--- src/rtl/wpss_pkg.sv ---
`default_nettype none

package wpss_pkg;

  // Item kinds carried on the input channel
  typedef enum logic {
    OP_SAMPLE = 1'b0,
    OP_TICK   = 1'b1
  } opcode_t;

  // Configuration register indexes
  localparam int CFG_IDX_W = 3;
  typedef enum logic [CFG_IDX_W-1:0] {
    CFG_GAIN_P       = 3'd0,
    CFG_GAIN_I       = 3'd1,
    CFG_GAIN_D       = 3'd2,
    CFG_DEAD_BAND    = 3'd3,
    CFG_CONTROL_MAX  = 3'd4,
    CFG_CONTROL_STEP = 3'd5,
    CFG_RANGE_LIMIT  = 3'd6
  } cfg_idx_t;

  localparam int CFG_DATA_W = 32;

  // Field widths
  localparam int GAIN_W = 16;
  localparam int DIST_W = 16;
  localparam int ERR_W  = 17;
  localparam int BAND_W = 31;
  localparam int CTRL_W = 15;
  localparam int STEER_W = 16;
  localparam int COMB_W = 32;

  // Window depth default
  localparam int WINDOW_DEPTH_DEF = 16;

  // Register reset values
  localparam logic signed [GAIN_W-1:0] GAIN_P_RST      = 16'sd256;
  localparam logic signed [GAIN_W-1:0] GAIN_I_RST      = 16'sd0;
  localparam logic signed [GAIN_W-1:0] GAIN_D_RST      = 16'sd0;
  localparam logic [BAND_W-1:0]        DEAD_BAND_RST   = 31'd0;
  localparam logic [CTRL_W-1:0]        CONTROL_MAX_RST = 15'd1000;
  localparam logic [CTRL_W-1:0]        CONTROL_STEP_RST = 15'd50;
  localparam logic [DIST_W-1:0]        RANGE_LIMIT_RST = 16'd30000;

  // Saturation bounds for the combined error
  localparam logic signed [63:0] COMB_HI = 64'sd2147483647;
  localparam logic signed [63:0] COMB_LO = -64'sd2147483648;

endpackage

`default_nettype wire

--- src/rtl/windowed_pid_step_steering.sv ---
`default_nettype none

// Channel   Direction  Handshake              Payload
// in_       input      in_valid / in_ready    opcode, distances, invalid/infinite flags
// out_      output     out_valid / out_ready  steer_control, combined_error
// cfg_      input      cfg_valid / cfg_ready  cfg_index, cfg_data
//
// One item per cycle while no stage is stalled. A tick's result moves from the
// input register through products, then sum/scale/saturate, then the control step.
// A sample shifts the error window straight from the input register; no result.
// Reset (rst_n low, synchronous) clears window, sum and control state and
// restores the register defaults. Stages hold while the next one is stalled;
// a tick waits in the input register only then. cfg_ready is always high.

module windowed_pid_step_steering #(
  parameter int WINDOW_DEPTH = wpss_pkg::WINDOW_DEPTH_DEF
) (
  input  wire                               clk,
  input  wire                               rst_n,
  // input channel
  input  wire                               in_valid,
  output logic                              in_ready,
  input  wire                               in_opcode,
  input  wire [wpss_pkg::DIST_W-1:0]        in_left_mm,
  input  wire [wpss_pkg::DIST_W-1:0]        in_right_mm,
  input  wire                               in_left_invalid,
  input  wire                               in_left_infinite,
  input  wire                               in_right_invalid,
  input  wire                               in_right_infinite,
  // result channel
  output logic                              out_valid,
  input  wire                               out_ready,
  output logic signed [wpss_pkg::STEER_W-1:0] out_steer_control,
  output logic signed [wpss_pkg::COMB_W-1:0]  out_combined_error,
  // configuration channel
  input  wire                               cfg_valid,
  output logic                              cfg_ready,
  input  wire [wpss_pkg::CFG_IDX_W-1:0]     cfg_index,
  input  wire [wpss_pkg::CFG_DATA_W-1:0]    cfg_data
);

  import wpss_pkg::*;

  localparam int SUM_W = ERR_W + $clog2(WINDOW_DEPTH);
  localparam int PP_W  = GAIN_W + ERR_W;
  localparam int PI_W  = GAIN_W + SUM_W;
  localparam int PD_W  = GAIN_W + ERR_W + 1;
  localparam int ACC_W = PI_W + 2;

  // ---------------------------------------------------------------------------
  // Configuration registers
  logic signed [GAIN_W-1:0] gain_p_r, gain_i_r, gain_d_r;
  logic [BAND_W-1:0]        dead_band_r;
  logic [CTRL_W-1:0]        control_max_r, control_step_r;
  logic [DIST_W-1:0]        range_limit_r;
  cfg_idx_t                 cfg_sel;

  assign cfg_ready = 1'b1;
  assign cfg_sel   = cfg_idx_t'(cfg_index);

  always_ff @(posedge clk) begin
    if (!rst_n) begin
      gain_p_r       <= GAIN_P_RST;
      gain_i_r       <= GAIN_I_RST;
      gain_d_r       <= GAIN_D_RST;
      dead_band_r    <= DEAD_BAND_RST;
      control_max_r  <= CONTROL_MAX_RST;
      control_step_r <= CONTROL_STEP_RST;
      range_limit_r  <= RANGE_LIMIT_RST;
    end else if (cfg_valid && cfg_ready) begin
      case (cfg_sel)
        CFG_GAIN_P:       gain_p_r       <= cfg_data[GAIN_W-1:0];
        CFG_GAIN_I:       gain_i_r       <= cfg_data[GAIN_W-1:0];
        CFG_GAIN_D:       gain_d_r       <= cfg_data[GAIN_W-1:0];
        CFG_DEAD_BAND:    dead_band_r    <= cfg_data[BAND_W-1:0];
        CFG_CONTROL_MAX:  control_max_r  <= cfg_data[CTRL_W-1:0];
        CFG_CONTROL_STEP: control_step_r <= cfg_data[CTRL_W-1:0];
        CFG_RANGE_LIMIT:  range_limit_r  <= cfg_data[DIST_W-1:0];
        default: ;
      endcase
    end
  end

  // ---------------------------------------------------------------------------
  // Stage handshakes (each stage drains when the next has room)
  logic    s1_v_r, s2_v_r, s3_v_r, out_v_r;
  opcode_t s1_op_r;
  logic    out_go, s3_go, s2_go, s1_go;

  assign out_go   = !out_v_r || out_ready;
  assign s3_go    = s3_v_r && out_go;
  assign s2_go    = s2_v_r && (!s3_v_r || out_go);
  assign s1_go    = s1_v_r && ((s1_op_r == OP_SAMPLE) || !s2_v_r || s3_go || !s3_v_r);
  assign in_ready = !s1_v_r || s1_go;

  // ---------------------------------------------------------------------------
  // Stage 1: input register
  logic [DIST_W-1:0] s1_left_r, s1_right_r;
  logic              s1_linv_r, s1_linf_r, s1_rinv_r, s1_rinf_r;

  always_ff @(posedge clk) begin
    if (!rst_n) begin
      s1_v_r <= 1'b0;
    end else if (in_ready) begin
      s1_v_r <= in_valid;
    end
  end

  always_ff @(posedge clk) begin
    if (in_valid && in_ready) begin
      s1_op_r    <= opcode_t'(in_opcode);
      s1_left_r  <= in_left_mm;
      s1_right_r <= in_right_mm;
      s1_linv_r  <= in_left_invalid;
      s1_linf_r  <= in_left_infinite;
      s1_rinv_r  <= in_right_invalid;
      s1_rinf_r  <= in_right_infinite;
    end
  end

  // ---------------------------------------------------------------------------
  // Error window and running sum (shift line, taps at fixed places)
  logic signed [ERR_W-1:0] win_r [WINDOW_DEPTH];
  logic signed [SUM_W-1:0] win_sum_r, win_sum_nxt;
  logic [DIST_W-1:0]       left_eff, right_eff;
  logic signed [ERR_W-1:0] err_new;
  logic                    push;

  assign left_eff  = s1_linf_r ? range_limit_r : s1_left_r;
  assign right_eff = s1_rinf_r ? range_limit_r : s1_right_r;
  assign err_new   = $signed({1'b0, left_eff}) - $signed({1'b0, right_eff});
  assign push      = s1_go && (s1_op_r == OP_SAMPLE) && !s1_linv_r && !s1_rinv_r;

  // wraps in SUM_W bits; the true sum of the window always fits
  assign win_sum_nxt = win_sum_r + SUM_W'(err_new) - SUM_W'(win_r[WINDOW_DEPTH-1]);

  always_ff @(posedge clk) begin
    if (!rst_n) begin
      for (int i = 0; i < WINDOW_DEPTH; i++) begin
        win_r[i] <= '0;
      end
      win_sum_r <= '0;
    end else if (push) begin
      win_r[0] <= err_new;
      for (int i = 1; i < WINDOW_DEPTH; i++) begin
        win_r[i] <= win_r[i-1];
      end
      win_sum_r <= win_sum_nxt;
    end
  end

  // ---------------------------------------------------------------------------
  // Stage 2: the three gain products
  logic signed [ERR_W:0]   err_diff;
  logic signed [PP_W-1:0]  prod_p, s2_pp_r;
  logic signed [PI_W-1:0]  prod_i, s2_pi_r;
  logic signed [PD_W-1:0]  prod_d, s2_pd_r;
  logic                    tick_go;

  assign tick_go  = s1_go && (s1_op_r == OP_TICK);
  assign err_diff = (ERR_W+1)'(win_r[0]) - (ERR_W+1)'(win_r[1]);
  assign prod_p   = PP_W'(gain_p_r) * PP_W'(win_r[0]);
  assign prod_i   = PI_W'(gain_i_r) * PI_W'(win_sum_r);
  assign prod_d   = PD_W'(gain_d_r) * PD_W'(err_diff);

  always_ff @(posedge clk) begin
    if (!rst_n) begin
      s2_v_r <= 1'b0;
    end else if (!s2_v_r || s2_go) begin
      s2_v_r <= tick_go;
    end
  end

  always_ff @(posedge clk) begin
    if (tick_go) begin
      s2_pp_r <= prod_p;
      s2_pi_r <= prod_i;
      s2_pd_r <= prod_d;
    end
  end

  // ---------------------------------------------------------------------------
  // Stage 3: sum, floor scale by 256, saturate to 32 bits
  logic signed [ACC_W-1:0]  acc, acc_sh;
  logic signed [63:0]       acc_ext;
  logic signed [COMB_W-1:0] comb_nxt, s3_comb_r;

  assign acc     = ACC_W'(s2_pp_r) + ACC_W'(s2_pi_r) + ACC_W'(s2_pd_r);
  assign acc_sh  = acc >>> 8;
  assign acc_ext = 64'(acc_sh);

  always_comb begin
    if (acc_ext > COMB_HI) begin
      comb_nxt = COMB_HI[COMB_W-1:0];
    end else if (acc_ext < COMB_LO) begin
      comb_nxt = COMB_LO[COMB_W-1:0];
    end else begin
      comb_nxt = acc_ext[COMB_W-1:0];
    end
  end

  always_ff @(posedge clk) begin
    if (!rst_n) begin
      s3_v_r <= 1'b0;
    end else if (!s3_v_r || out_go) begin
      s3_v_r <= s2_go;
    end
  end

  always_ff @(posedge clk) begin
    if (s2_go) begin
      s3_comb_r <= comb_nxt;
    end
  end

  // ---------------------------------------------------------------------------
  // Stage 4: control step decision, steering state and output register
  logic signed [STEER_W-1:0] steer_r, steer_nxt;
  logic signed [COMB_W-1:0]  last_comb_r;
  logic signed [STEER_W+1:0] cur_s, cmax_s, step_s, new_s;
  logic signed [COMB_W:0]    c_ext, band_ext;
  logic                      err_pos, err_neg;

  assign cur_s    = (STEER_W+2)'(steer_r);
  assign cmax_s   = $signed({3'b000, control_max_r});
  assign step_s   = $signed({3'b000, control_step_r});
  assign c_ext    = (COMB_W+1)'(s3_comb_r);
  assign band_ext = $signed({2'b00, dead_band_r});
  assign err_pos  = c_ext > band_ext;
  assign err_neg  = c_ext < -band_ext;

  always_comb begin
    new_s = cur_s;
    if (err_pos && (cur_s < cmax_s)) begin
      // step up, or restart from zero on a sign change
      new_s = (last_comb_r < 0) ? '0 : cur_s + step_s;
    end else if (err_neg && (cur_s > -cmax_s)) begin
      new_s = (last_comb_r > 0) ? '0 : cur_s - step_s;
    end else if (!err_pos && !err_neg) begin
      // inside the deadband
      new_s = '0;
    end
    // clamp to the present limit
    if (new_s > cmax_s) begin
      new_s = cmax_s;
    end else if (new_s < -cmax_s) begin
      new_s = -cmax_s;
    end
    steer_nxt = new_s[STEER_W-1:0];
  end

  always_ff @(posedge clk) begin
    if (!rst_n) begin
      out_v_r     <= 1'b0;
      steer_r     <= '0;
      last_comb_r <= '0;
    end else if (s3_go) begin
      out_v_r     <= 1'b1;
      steer_r     <= steer_nxt;
      last_comb_r <= s3_comb_r;
    end else if (out_ready) begin
      out_v_r <= 1'b0;
    end
  end

  always_ff @(posedge clk) begin
    if (s3_go) begin
      out_steer_control  <= steer_nxt;
      out_combined_error <= s3_comb_r;
    end
  end

  assign out_valid = out_v_r;

  // ---------------------------------------------------------------------------
  // Checks
  a_steer_in_limit: assert property (@(posedge clk) disable iff (!rst_n)
    out_v_r |-> (steer_r <= $signed({1'b0, control_max_r}))
             && (steer_r >= -$signed({1'b0, control_max_r})))
    else $error("steering control outside +/- control_max");

  a_tick_enters_products: assert property (@(posedge clk) disable iff (!rst_n)
    tick_go |=> s2_v_r)
    else $error("tick lost between input and product stage");

  a_dropped_sample_keeps_sum: assert property (@(posedge clk) disable iff (!rst_n)
    (s1_go && (s1_op_r == OP_SAMPLE) && (s1_linv_r || s1_rinv_r)) |=> $stable(win_sum_r))
    else $error("invalid sample changed the window sum");

  a_state_follows_output: assert property (@(posedge clk) disable iff (!rst_n)
    s3_go |=> (out_v_r && (out_steer_control == steer_r)
               && (out_combined_error == last_comb_r)))
    else $error("result register and steering state disagree");

  a_s3_holds_on_stall: assert property (@(posedge clk) disable iff (!rst_n)
    (s3_v_r && !out_go) |=> s3_v_r)
    else $error("combined error dropped while output stalled");

endmodule

`default_nettype wire

--- config.mk ---
export PLATFORM = sky130hd
export DESIGN_NAME = windowed_pid_step_steering
export DESIGN_NICKNAME = d
export VERILOG_FILES = /design/src/rtl/wpss_pkg.sv /design/src/rtl/windowed_pid_step_steering.sv
export SDC_FILE = /design/constraint.sdc
export NUM_CORES = 2
export LEC_CHECK = 0
export BUFFER_PORTS_ARGS = -buffer_cell sky130_fd_sc_hd__buf_2
export CAP_MARGIN = 10
export CORE_MARGIN = 2
export CORE_UTILIZATION = 47
export CTS_CLUSTER_DIAMETER = 40
export DETAILED_ROUTE_END_ITERATION = 8
export SLEW_MARGIN = 20
export SYNTH_ARGS = -nofsm -noshare
export SYNTH_HDL_FRONTEND = slang
export SYNTH_SLANG_ARGS = --single-unit
--- constraint.sdc ---
create_clock -name clk -period 22.7 [get_ports clk]
set_clock_uncertainty 0.1 [all_clocks]
set_input_delay 2.27 -clock clk [delete_from_list [all_inputs] [get_ports clk]]
set_output_delay 2.27 -clock clk [all_outputs]
set_load 0.005 [all_outputs]
======== Word-level counts from Yosys, hierarchy flattened ========
Memories as Yosys holds them, arrays and structs flattened.
Index checks and enable logic that the tools add are counted.
storage, ports and cells
  register bits after elaboration ......... 419
  memory bits (writable) .................. 272
  logic and storage cells ................. 141
  memories ................................ 1
memories
  memory  words  bits a word  read ports  clocked after Yosys merged registers in  wr ports  line                               source
  win_r   16     17           16          0                                        16        windowed_pid_step_steering.sv:123  logic signed [ERR_W-1:0] win_r [WINDOW_DEPTH];
operators by class
  add/sub/neg operators ................... 10
  $mul .................................... 3
  magnitude comparators ................... 10
  eq/ne operators ......................... 6
  muxes and demuxes ....................... 32
  bitwise gates (word level) .............. 17
  reduce and logical (&&, ||, !) cells .... 35
operators by type and width
  kind                                                                    count
  17-bit 2-to-1 mux                                                       16
  18-bit 2-to-1 mux                                                       5
  16-bit 2-to-1 mux                                                       4
  38-bit by 34-bit adder with 39-bit output                               1
  33-bit by 37-bit adder with 38-bit output                               1
  16-bit by 21-bit multiplier with 37-bit output                          1
  16-bit by 18-bit multiplier with 34-bit output                          1
  16-bit by 16-bit subtractor with 17-bit output                          2
  32-bit by 33-bit < comparator with 1-bit output                         1
  16-bit by 17-bit multiplier with 33-bit output                          1
  31-bit negation with 33-bit output                                      1
  31-bit by 32-bit > comparator with 1-bit output, second input constant  1
  32-bit by 1-bit > comparator with 1-bit output, second input constant   1
  32-bit > comparator                                                     1
  31-bit by 32-bit < comparator with 1-bit output, second input constant  1
  32-bit by 1-bit < comparator with 1-bit output, second input constant   1
  32-bit 2-to-1 mux                                                       1
  21-bit by 17-bit adder with 21-bit output                               1
  21-bit by 17-bit subtractor with 21-bit output                          1
  16-bit by 18-bit > comparator with 1-bit output                         1
  18-bit by 16-bit > comparator with 1-bit output                         1
  18-bit < comparator                                                     1
  15-bit negation with 18-bit output                                      1
  17-bit by 17-bit subtractor with 18-bit output                          1
  14 further kinds                                                        66

======== Longest topological paths before layout ========
  word-level depth ........................ 13
  mapped depth ............................ 36
  depth with buffers taken out ............ 35

======== Worst setup path after synthesis ========
No wires, ideal clock.
  path kind ............................... input to register
  start point ............................. input rst_n
  end point ............................... register win_sum_r[11]
  arrival ................................. 11039 ps
  slack ................................... 11060 ps
  stages .................................. 6
  path buffers ............................ 3
  path through ............................ clkbuf_1 nor2b_1 clkbuf_1 inv_1 clkbuf_1 o32ai_1
RTL lines
  element               line                               source
  start, declared       windowed_pid_step_steering.sv:19   input wire rst_n,
  end signal, assigned  windowed_pid_step_steering.sv:148  win_sum_r <= win_sum_nxt;
  end, declared         windowed_pid_step_steering.sv:124  logic signed [SUM_W-1:0] win_sum_r, win_sum_nxt;

==> flow_metrics.env <==
export IMPL_worstMarginPinSlew_ns=1.11
export IMPL_muxShareOfSynthArea_pct=0.618
export IMPL_post_route_min_period_ns=10.55
export IMPL_final_cells=8901
export IMPL_cts_resized=0
export IMPL_synth_seq_cells=691
export IMPL_synth_compound_gate_area_share_pct=8.91
export IMPL_report_final_slew_viol_count=0
export IMPL_rows=140
export IMPL_io_buffers=125
export IMPL_grt_max_degree=242
export IMPL_fillers=13248
export IMPL_synth_top_family_by_area="adder cells"
export IMPL_antenna_found_initial=6
export IMPL_cpPeakStageDelay_ns=0.75
export IMPL_syn_area_mm2=0.0686
export IMPL_drtIter0Drc=3106
export IMPL_synth_main_ff_cell="edfxtp_1"
export IMPL_first_pass_iters=5
export IMPL_drt_wl_total_um=175000
export IMPL_cts_root_buffer="clkbuf_16"
export IMPL_hold_violations=0
export IMPL_synth_fa_ha_area_share_pct=37.1
export IMPL_synth_top_area_share_pct=27.7
export IMPL_tns_ns=0
export IMPL_syn_area_per_cell_um2=9.97
export IMPL_coreArea_mm2=0.145
export IMPL_clk_pin_slew_ns=0.06
export IMPL_relSlewSlack_pct=25.9
export IMPL_ios=128
export IMPL_drc=0
export IMPL_r2r_slack_ns=12.15
export IMPL_finalCritPeriodShare_pct=46.5
export IMPL_crit_path_end="s2_pd_r[32]"
export IMPL_crit_type="flip-flop to flip-flop"
export IMPL_cts_tree="yes"
export IMPL_synth_area_leader_cell="fa_1"
export IMPL_cp_data_arrival_time_ns=10.98
export IMPL_die_w_um=386
export IMPL_die_h_um=386
export IMPL_rr_endpoint="s2_pd_r[32]"
export IMPL_leakagePower_uw=0.0325
export IMPL_vias_per_cell=5.39
export IMPL_wl_per_cell_um=19.7
export IMPL_vdd_ir_drop_max_v=0.0000590
export IMPL_setup_viol=0
export IMPL_place_gp_congestion=0.906
export IMPL_drive_gt1_share_pct=6.25
export IMPL_globalRouteOverflowTotal=0
export IMPL_grt_total_usage_pct=24.2
export IMPL_r2r_start="win_r[0][0]"
export IMPL_fmax_mhz=94.8
export IMPL_synthSimpleGateAreaFrac_pct=15.6
export IMPL_cap_viol_max_count=0
export IMPL_synthTopCellsByArea="fa_1 28%, edfxtp_1 22%, ha_1 9.4%"
export IMPL_multi_input_area_mm2=0.0447
export IMPL_power_density_mw_per_mm2=56.0
export IMPL_worstRegToRegCells=35
export IMPL_cts_max_path_buffers=3
export IMPL_ys_warn_count=0
export IMPL_syn2layout_area_growth_pct=8.89
export IMPL_clock_latency_ns=0.75
export IMPL_detail_route_antenna_nets=0
export IMPL_hp_class="flip-flop to flip-flop"
export IMPL_critPathRequiredTime_ns=23.13
export IMPL_synth_xor_area_share_pct=2.68
export IMPL_final_nets=8439
export IMPL_dp_hpwl_um=135000
export IMPL_async_flop_share_pct=0
export IMPL_ys_seq_area_share_pct=27.3
export IMPL_startpoint_type="flip-flop"
export IMPL_clkSinkCount=691
export IMPL_syn_inst=6885
export IMPL_dpl_cell_count=8712
export IMPL_crit_fanout=16
export IMPL_vias=47990
export IMPL_grt_pass1_wl_um=280000
export IMPL_worstSetupStartpoint="win_r[0][0]"
export IMPL_cts_setup_buffers=0
export IMPL_synth_cell_types=96
export IMPL_synth_edf_count=493
export IMPL_initial_core_util_pct=47.2
export IMPL_syn_num_nets=8426
export IMPL_cts_buffers=100
export IMPL_die_area_mm2=0.149
export IMPL_seqCellArea_mm2=0.0188
export IMPL_grt_pass1_vias=49797
export IMPL_status="finished clean"
export IMPL_cp_end_kind="flip-flop"
export IMPL_rsz0062_at_grt="no"
export IMPL_hold_buffers=0
export IMPL_cts_max_level=3
export IMPL_cp_slowest_cell="mux2i_1"
export IMPL_worst_path_most_repeated_cell="fa_1"
[cells in the final DEF (no fill, tap or decap), types with 22 or more instances in the layout]
master,count
and3_1,169
dfxtp_1,198
clkbuf_16,101
a211oi_1,24
nand2b_1,70
inv_1,1146
ha_1,513
a21oi_1,163
nor3_1,75
edfxtp_1,493
o31ai_1,23
nor4_1,22
nor2b_1,61
a31oi_1,30
a21boi_0,161
a21o_1,87
o21ai_0,140
or3_1,24
o21a_1,43
fa_1,951
buf_2,124
buf_4,58
nand2_1,893
nand4_1,29
xor2_1,38
xnor2_1,167
and2_1,454
nand3_1,101
nor2_1,222
[critical path: cells and delay by family, from the launching register on]
family / cells / cell delay, ns
buf+inv: 6 / 0.55
flops: 1 / 0.32
mux: 1 / 0.75
simple gates: 1 / 0.12
compound gates: 18 / 4.43
fa+ha+maj: 9 / 4.10
[power breakdown]
part / internal, uW / switching, uW
Clock: 941 / 636
Combinational: 417 / 709
Sequential: 1430 / 50.1
Total: 2790 / 1400
[Yosys cell counts (all sizes together), types with 163 or more instances]
cell and instances:
a21boi 163, xnor2 169, nand2 896, a21oi 164
and3 169, nor2 227, ha 513, edfxtp 493
clkbuf 256, dfxtp 198, fa 951, and2 454
inv 1148
[worst min path at each step]
stage / start / endpoint / slack (ns) / cells past startpoint
after global routing: last_comb_r[2] / last_comb_r[2] / 0.39 / 2
final: last_comb_r[20] / last_comb_r[20] / 0.36 / 2
after floorplan: last_comb_r[22] / last_comb_r[22] / 0.34 / 2
after detailed placement: last_comb_r[20] / last_comb_r[20] / 0.36 / 2
after CTS: last_comb_r[20] / last_comb_r[20] / 0.37 / 2
after global placement: last_comb_r[19] / last_comb_r[19] / 0.35 / 2
[metrics by stage]
| stage | hold slack (ns) | cell area [um2] | total power [uW] | utilization (%) | setup slack, ns |
|---|---|---|---|---|---|
| floorplan | 0.338 | 68600 | 2290 | - | 11.06 |
| global placement | 0.351 | 71200 | 2600 | 49.0 | 12.19 |
| detailed placement | 0.358 | 71200 | 2620 | 49.0 | 12.21 |
| CTS | 0.366 | 74700 | 4210 | 51.4 | 12.22 |
| global route | 0.386 | 74700 | 4410 | 51.4 | 11.54 |
| finish | 0.362 | 74700 | 4190 | 51.4 | 12.15 |
[registers in the layout, summed over array words and instances (netlist names), 15 cells and up]
register and flops:
s2_pp_r 33, dead_band_r 31, gain_i_r 16, win_r 272, gain_p_r 16, steer_r 16, s1_left_r 16, s2_pd_r 34
s3_comb_r 32, win_sum_r 21, s1_right_r 16, range_limit_r 16, last_comb_r 32, out_steer_control 16, gain_d_r 16, s2_pi_r 37
control_max_r 15, control_step_r 15, out_combined_error 32
[area by class of cell]
type                    count  share of cell area, %
repair buffers            186                   1.52
well taps                1917                   3.21
multi-input cells        4771                   59.7
clock buffers             108                   3.43
flip-flops and latches    691                   25.1
inverters                1148                   5.78
diodes                      4                 0.0134
clock inverters            76                   1.19
[routing by layer]
metal,vias to the layer above,GRT usage [%],share of wire [%]
met1,24223,32.3,44
met2,1203,39.9,47
li1,22290,-,-
met4,2,8.46,3.7
met3,272,4.14,5.8
met5,-,0,0.011
[logic make-up after synthesis]
kind of cell / count (synthesis)
compound gates: 879
buf+inv: 1423
fa+ha+maj: 1464
xor+xnor: 210
mux: 40
other cells: 1
simple gates: 2177
flops: 691
Note: power is estimated with default switching activity, not from simulation.
